--- src/sv/b64u_pkg.sv ---
// ---------------------------------------------------------------------------
// b64u_pkg: shared types and constants of the base64url decoder
// Alphabet lookup, character codes and the sextet lookup function.
// ---------------------------------------------------------------------------
package b64u_pkg;

  // Character codes
  localparam logic [7:0] ChUpperA = 8'h41;
  localparam logic [7:0] ChUpperZ = 8'h5A;
  localparam logic [7:0] ChLowerA = 8'h61;
  localparam logic [7:0] ChLowerZ = 8'h7A;
  localparam logic [7:0] ChDigit0 = 8'h30;
  localparam logic [7:0] ChDigit9 = 8'h39;
  localparam logic [7:0] ChMinus  = 8'h2D;
  localparam logic [7:0] ChUscore = 8'h5F;
  localparam logic [7:0] ChPad    = 8'h3D;

  // Sextet values where the alphabet ranges start
  localparam logic [5:0] SxLowerBase = 6'd26;
  localparam logic [5:0] SxDigitBase = 6'd52;
  localparam logic [5:0] SxMinus     = 6'd62;
  localparam logic [5:0] SxUscore    = 6'd63;

  localparam int unsigned GroupBytes = 3;

  typedef struct packed {
    logic       hit;
    logic [5:0] val;
  } sextet_t;

  // Map one character to its sextet; hit is low outside the alphabet
  function automatic sextet_t sextet_lookup(input logic [7:0] ch);
    sextet_t r;
    r.hit = 1'b1;
    r.val = 6'd0;
    if (ch >= ChUpperA && ch <= ChUpperZ) begin
      r.val = 6'(ch - ChUpperA);
    end else if (ch >= ChLowerA && ch <= ChLowerZ) begin
      r.val = 6'(ch - ChLowerA) + SxLowerBase;
    end else if (ch >= ChDigit0 && ch <= ChDigit9) begin
      r.val = 6'(ch - ChDigit0) + SxDigitBase;
    end else if (ch == ChMinus) begin
      r.val = SxMinus;
    end else if (ch == ChUscore) begin
      r.val = SxUscore;
    end else begin
      r.hit = 1'b0;
    end
    return r;
  endfunction

endpackage

--- src/sv/base64url_decoder_top.sv ---
// ---------------------------------------------------------------------------
// base64url_decoder_top: streaming base64url decoder
// Takes one text character per word and gives decoded bytes, one per word.
// ---------------------------------------------------------------------------
// Usage:
//   Input channel (in_valid_i/in_ready_o) carries one character and an
//   end-of-input flag per word. Output channel (out_valid_o/out_ready_i)
//   carries one decoded byte per word, with data_valid_o, last_of_run_o
//   (last word caused by that character) and stream_done_o (last word of
//   the stream). An end word with nothing left gives one word with
//   data_valid_o low.
//   A character passes the input register and then the result register
//   before its first result reaches the port. Throughput: one character
//   per cycle while the result register is free; a character that completes
//   a group holds it until its bytes drain, so input runs at the drain pace.
//   The rate is set by the single result register and its byte counter.
//   Characters that give no result pass even while the result register
//   is still draining.
//   Reset clears the decode state, the input stage and the result stage.
//   When the receiver stalls, the result register holds its word, one more
//   character waits in the input register, and in_ready_o then drops.
// ---------------------------------------------------------------------------
module base64url_decoder_top
  import b64u_pkg::*;
(
  input  logic       clk_i,
  input  logic       rst_ni,
  input  logic       in_valid_i,
  output logic       in_ready_o,
  input  logic [7:0] text_byte_i,
  input  logic       end_of_input_i,
  output logic       out_valid_o,
  input  logic       out_ready_i,
  output logic [7:0] data_byte_o,
  output logic       data_valid_o,
  output logic       last_of_run_o,
  output logic       stream_done_o
);

  // Input register
  logic       s1_valid_q, s1_valid_d;
  logic [7:0] s1_byte_q;
  logic       s1_end_q;

  // Decode state
  logic [17:0] buf_q, buf_d;
  logic [1:0]  cnt_q, cnt_d;
  logic        pad_q, pad_d;

  // Result register
  logic       g_valid_q, g_valid_d;
  logic [7:0] g_byte_q [GroupBytes];
  logic [1:0] g_cnt_q;
  logic [1:0] g_idx_q, g_idx_d;
  logic       g_dv_q;
  logic       g_done_q;

  // Decode outputs
  sextet_t    sx;
  logic [23:0] word;
  logic [7:0] res_byte [GroupBytes];
  logic [1:0] res_n;
  logic       res_dv;
  logic       res_done;

  logic       in_fire, out_fire, g_last, grp_free, s1_move;

  assign in_fire  = in_valid_i && in_ready_o;
  assign out_fire = out_valid_o && out_ready_i;
  assign g_last   = (g_idx_q == g_cnt_q - 2'd1);
  assign grp_free = !g_valid_q || (out_ready_i && g_last);
  assign s1_move  = s1_valid_q && ((res_n == 2'd0) || grp_free);
  assign in_ready_o = !s1_valid_q || s1_move;

  // Decode one character against the current state
  always_comb begin
    sx       = sextet_lookup(s1_byte_q);
    word     = {buf_q, sx.val};
    buf_d    = buf_q;
    cnt_d    = cnt_q;
    pad_d    = pad_q;
    res_n    = 2'd0;
    res_dv   = 1'b1;
    res_done = 1'b0;
    for (int i = 0; i < GroupBytes; i++) begin
      res_byte[i] = 8'd0;
    end
    if (!pad_q) begin
      if (s1_byte_q == ChPad) begin
        pad_d = 1'b1;
      end else if (sx.hit) begin
        if (cnt_q == 2'd3) begin
          res_byte[0] = word[23:16];
          res_byte[1] = word[15:8];
          res_byte[2] = word[7:0];
          res_n       = 2'd3;
          buf_d       = 18'd0;
          cnt_d       = 2'd0;
        end else begin
          buf_d = {buf_q[11:0], sx.val};
          cnt_d = cnt_q + 2'd1;
        end
      end
    end
    // Flush leftover sextets on the end word
    if (s1_end_q) begin
      case (cnt_d)
        2'd2: begin
          res_byte[0] = buf_d[11:4];
          res_n       = 2'd1;
        end
        2'd3: begin
          res_byte[0] = buf_d[17:10];
          res_byte[1] = buf_d[9:2];
          res_n       = 2'd2;
        end
        default: ;
      endcase
      if (res_n == 2'd0) begin
        res_n  = 2'd1;
        res_dv = 1'b0;
      end
      res_done = 1'b1;
      buf_d    = 18'd0;
      cnt_d    = 2'd0;
      pad_d    = 1'b0;
    end
  end

  // Input stage control
  always_comb begin
    s1_valid_d = s1_valid_q;
    if (in_fire) begin
      s1_valid_d = 1'b1;
    end else if (s1_move) begin
      s1_valid_d = 1'b0;
    end
  end

  // Result stage control
  always_comb begin
    g_valid_d = g_valid_q;
    g_idx_d   = g_idx_q;
    if (s1_move && res_n != 2'd0) begin
      g_valid_d = 1'b1;
      g_idx_d   = 2'd0;
    end else if (out_fire) begin
      if (g_last) begin
        g_valid_d = 1'b0;
      end else begin
        g_idx_d = g_idx_q + 2'd1;
      end
    end
  end

  // Control registers
  always_ff @(posedge clk_i or negedge rst_ni) begin
    if (!rst_ni) begin
      s1_valid_q <= 1'b0;
      g_valid_q  <= 1'b0;
      g_idx_q    <= 2'd0;
      buf_q      <= 18'd0;
      cnt_q      <= 2'd0;
      pad_q      <= 1'b0;
    end else begin
      s1_valid_q <= s1_valid_d;
      g_valid_q  <= g_valid_d;
      g_idx_q    <= g_idx_d;
      if (s1_move) begin
        buf_q <= buf_d;
        cnt_q <= cnt_d;
        pad_q <= pad_d;
      end
    end
  end

  // Payload registers
  always_ff @(posedge clk_i) begin
    if (in_fire) begin
      s1_byte_q <= text_byte_i;
      s1_end_q  <= end_of_input_i;
    end
    if (s1_move && res_n != 2'd0) begin
      for (int i = 0; i < GroupBytes; i++) begin
        g_byte_q[i] <= res_byte[i];
      end
      g_cnt_q  <= res_n;
      g_dv_q   <= res_dv;
      g_done_q <= res_done;
    end
  end

  // Drive the output word
  assign out_valid_o   = g_valid_q;
  assign data_byte_o   = g_byte_q[g_idx_q];
  assign data_valid_o  = g_dv_q;
  assign last_of_run_o = g_last;
  assign stream_done_o = g_done_q && g_last;

  // Assertions
  a_grp_count: assert property (@(posedge clk_i) disable iff (!rst_ni)
    g_valid_q |-> (g_cnt_q != 2'd0) && (g_idx_q < g_cnt_q))
    else $error("result group count or index out of range");

  a_done_last: assert property (@(posedge clk_i) disable iff (!rst_ni)
    (out_valid_o && stream_done_o) |-> last_of_run_o)
    else $error("stream_done without last_of_run");

  a_empty_end: assert property (@(posedge clk_i) disable iff (!rst_ni)
    (out_valid_o && !data_valid_o) |-> (stream_done_o && data_byte_o == 8'd0))
    else $error("empty word that is not a clean end marker");

  a_end_clears: assert property (@(posedge clk_i) disable iff (!rst_ni)
    (s1_move && s1_end_q) |=> (cnt_q == 2'd0) && !pad_q && (buf_q == 18'd0))
    else $error("decode state not cleared after end word");

endmodule
--- config.mk ---
export PLATFORM = sky130hd
export DESIGN_NAME = base64url_decoder_top
export DESIGN_NICKNAME = d
export VERILOG_FILES = /design/src/sv/b64u_pkg.sv /design/src/sv/base64url_decoder_top.sv
export SDC_FILE = /design/constraint.sdc
export NUM_CORES = 1
export LEC_CHECK = 0
export CAP_MARGIN = 10
export CORE_MARGIN = 3
export CORE_UTILIZATION = 50
export DETAILED_ROUTE_END_ITERATION = 6
export DONT_BUFFER_PORTS = 1
export SKIP_LAST_GASP = 1
export SYNTH_ARGS = -nofsm -noshare
export SYNTH_HDL_FRONTEND = slang
export SYNTH_SLANG_ARGS = --single-unit
--- constraint.sdc ---
create_clock -name clk_i -period 7 [get_ports clk_i]
set_input_delay 0.7 -clock clk_i [delete_from_list [all_inputs] [get_ports clk_i]]
set_output_delay 0.7 -clock clk_i [all_outputs]
set_load 0.02 [all_outputs]
==> metrics.md <==
| Metric | Value |
|---|---|
| Syn Area/Cell | 10.8 µm² |
| Worst Clk Skew | 0.0113 ns |
| Vias in the first global route | 2593 |
| CP arrival | 3.25 ns |
| Hold buffer count at CTS | 0 |
| Place WS | 3.18 ns |
| DR vias | 2675 |
| Die X-Extent | 90.7 µm |
| Bufs on Longest Clock Path | 2 |
| Status | complete, no violations |
| Post-synth EDFFs | 37 |
| Die Span Y | 90.7 µm |
| Worst Hold Class | in -> async |
| GRT Overall Usage | 22.6% |
| Post-synth top area cell | edfxtp_1 |
| Post-Syn Area | 0.00358 mm² |
| Worst reg2reg path endpoint | g_byte_q[2][3] |
| Iter 0 DRT Violations | 222 |
| Cells on worst reg2reg path | 9 |
| Area growth, synth to finish | 6.77% |
| Clock Sinks | 62 |
| Fraction of registers with async set/reset | 40.3% |
| Synth area leaders | edfxtp_1 (31%), dfrtp_1 (17%), a22o_1 (6.1%) |
| DRC Markers | 0 |
| Worst path cell trace | inv_1, ha_1, a21boi_0, mux2_2, a211o_1, a211oi_4, o21a_1, nand2_1 |
| R2r setup slk | 3.18 ns |
| Post-CTS Setup Inserts | 0 |
| Core Util, Final | 55.7% |
| Dpl cell area | 0.00362 mm² |
| Core ar. | 0.00687 mm² |
| Critical path class | reg -> out |
| Slew Limit Fails | 0 |
| Rows | 30 |
| Mapped Cells | 331 |
| Final Non-Filler Cells | 428 |
| Initial core utilization | 52.2% |
| Yosys top cell area share | 31.0% |
| Setup violators final | 0 |
| Post-DP HPWL | 5.99 mm |
| Crit path buf inv count | 1 |
| First-pass GRT wire length | 14.3 mm |
| Clock transition at path regs | 0.08 ns |
| Initial antenna violation count | 0 |
| Worst R2R Start | s1_byte_q[2] |
| LEAKAGE | 1.46 nW |
| Number of H-tree levels | 3 |
| Setup TNS | 0 ns |
| Nets | 350 |
| Sequential area share after synthesis | 48.4% |
| Worst-Skew Late Latency | 0.35 ns |
| Worst Setup End Kind | output pin |
| Placer Congestion | 0.958 |
| CTS buffer count | 9 |
| Diode count | 0 |
| Port Buffers | 0 |
| Worst Setup Start Kind | flop |
| PostCTS Resize Cnt | 0 |
| Most common cell after layout, fill and taps aside | nand2_1 |
| Data required time of the critical path | 6.30 ns |
| Final worst path period need | 3.95 ns |
| Highest clock rate | 253 MHz |
| Worst vdd rail ir drop | 0.186 mV |
| Crit share post-route | 56.4% |
| Ys Warns | 0 |
| CTS tree | yes |
| Power Dens Cells | 334 mW/mm² |
| Crit path max-delay family | compound AO/OA/AOI/OAI gates |
| First-pass DRT Iterations | 5 |
| Share of layout cells above drive strength 1 | 9.94% |
| Total die area | 0.00822 mm² |
| FF+latch count, synth | 62 |
| Wirelength, routed | 8.59 mm |
| Maxcap violations | 0 |
| Gr ovfl total | 0 |
| Avg WL per Cell | 20.1 µm |
| Slowest stage cell, crit path | edfxtp_1 |
| Vias per inst | 6.25 |
| Slew at the pin closest to its max-slew limit | 0.709 ns |
| Post-Syn Nets | 354 |
| Final Hold Fails | 0 |
| CP max FO | 11 |
| Normalized max-slew margin | 52.2% |
| Main synth FF type | edfxtp_1 |
| ANT nets after route | 0 |
| Root Buffer | clkbuf_8 |
| Commonest non-fill, non-tap cells in the layout | nand2_1 (40), edfxtp_1 (37), a22o_1 (25), dfrtp_1 (25), o21ai_0 (21) |
| Max incr delay on CP | 0.56 ns |
| Setup WS post-layout | 3.05 ns |
| Pin count of the biggest net entering global routing | 26 |
| Fill cells | 573 |
| Unrepaired setup endpoints after global routing | false |
| Placed insts | 412 |
| I/O Pins | 26 |
| Yosys cell types | 60 |
| Post-route cell area | 0.00383 mm² |
## power by group
part | internal [W] | switching, W | total (W)
Clock | 0.000177 | 0.000158 | 0.000334
Sequential | 0.000464 | 0.000102 | 0.000566
Combinational | 0.000132 | 0.000245 | 0.000377
## layout make-up
class	count	area, µm²	area share [%]
Clock buffer	10	138	3.60
Clock inverter	6	68.8	1.80
Inverter	13	48.8	1.27
Multi-Input combinational cell	240	1710	44.6
Sequential cell	62	1740	45.4
Tap cell	96	120	3.14
Timing Repair Buffer	1	7.51	0.196
## flip-flops by register name (all words and copies together), names as in the netlist
signal	cells
buf_q	18
cnt_q	2
data_valid_o	1
g_byte_q	24
g_cnt_q	2
g_done_q	1
g_idx_q	2
out_valid_o	1
pad_q	1
s1_byte_q	8
s1_end_q	1
s1_valid_q	1
## worst max path at each step
stage / startpoint / end / slack (ns) / cells past startpoint
6_report: s1_byte_q[2] / in_ready_o / 3.05 / 8
4_1_cts: s1_byte_q[2] / in_ready_o / 3.02 / 8
2_1_floorplan: s1_byte_q[2] / data_valid_o / 2.81 / 10
5_1_grt: s1_byte_q[2] / in_ready_o / 2.82 / 8
3_3_place_gp: s1_byte_q[2] / g_byte_q[2][4] / 3.33 / 9
3_5_place_dp: s1_byte_q[2] / g_byte_q[2][4] / 3.18 / 9
## Yosys cell counts, types with 4 or more instances
cell type and n:
and3_1 4, nand2_1 40, nor3_1 5, xnor2_1 4
nand2b_1 6, ha_1 10, a21o_1 5, mux2i_1 13
a21oi_1 11, nor2_1 15, a22o_1 25, inv_1 11
o21ai_0 21, nand3_1 5, a221o_1 6, nor2b_1 10
dfrtp_1 25, and2_1 8, clkbuf_1 7, edfxtp_1 37
o2bb2ai_1 4, a211oi_1 4
## metal layers
layer,vias to the layer above,GRT usage [%],routed length [µm]
met3,13,4.25,508
met1,1300,33.4,4050
met5,-,0,0
li1,1242,-,-
met4,0,9.44,172
met2,120,32.4,3860
## per-stage QoR
| stage | total power (W) | hold slack [ns] |
|---|---|---|
| global route | 0.00135 | 0.0141 |
| detailed placement | 0.000949 | 0.405 |
| finish | 0.00128 | 0.0290 |
| floorplan | 0.000860 | 0.404 |
| global placement | 0.000948 | 0.405 |
| CTS | 0.00128 | 0.0162 |
## worst reg2reg max path, stage by stage, from the launching register on
cell and delay, ns:
edfxtp_1 0.56, inv_1 0.19, ha_1 0.26, a21boi_0 0.21, mux2_2 0.32, a211o_1 0.43, a21oi_2 0.49, nand2_1 0.31
a21oi_2 0.36, buf_4 0.36
## kinds of logic (layout without fill, tap and decap cells)
logic type / count (synthesis) / count (layout) / share of synthesized area (%)
AOI/OAI and AO/OA: 109 / 109 / 24.1
xor gates and xnor gates: 6 / 6 / 1.47
buffers and inverters: 29 / 30 / 4.01
DFF: 62 / 62 / 48.4
adders and majority gates: 10 / 10 / 3.49
muxes: 16 / 16 / 4.68
and+or+nand+nor: 99 / 99 / 13.8
(Power assumes the default switching activity.)
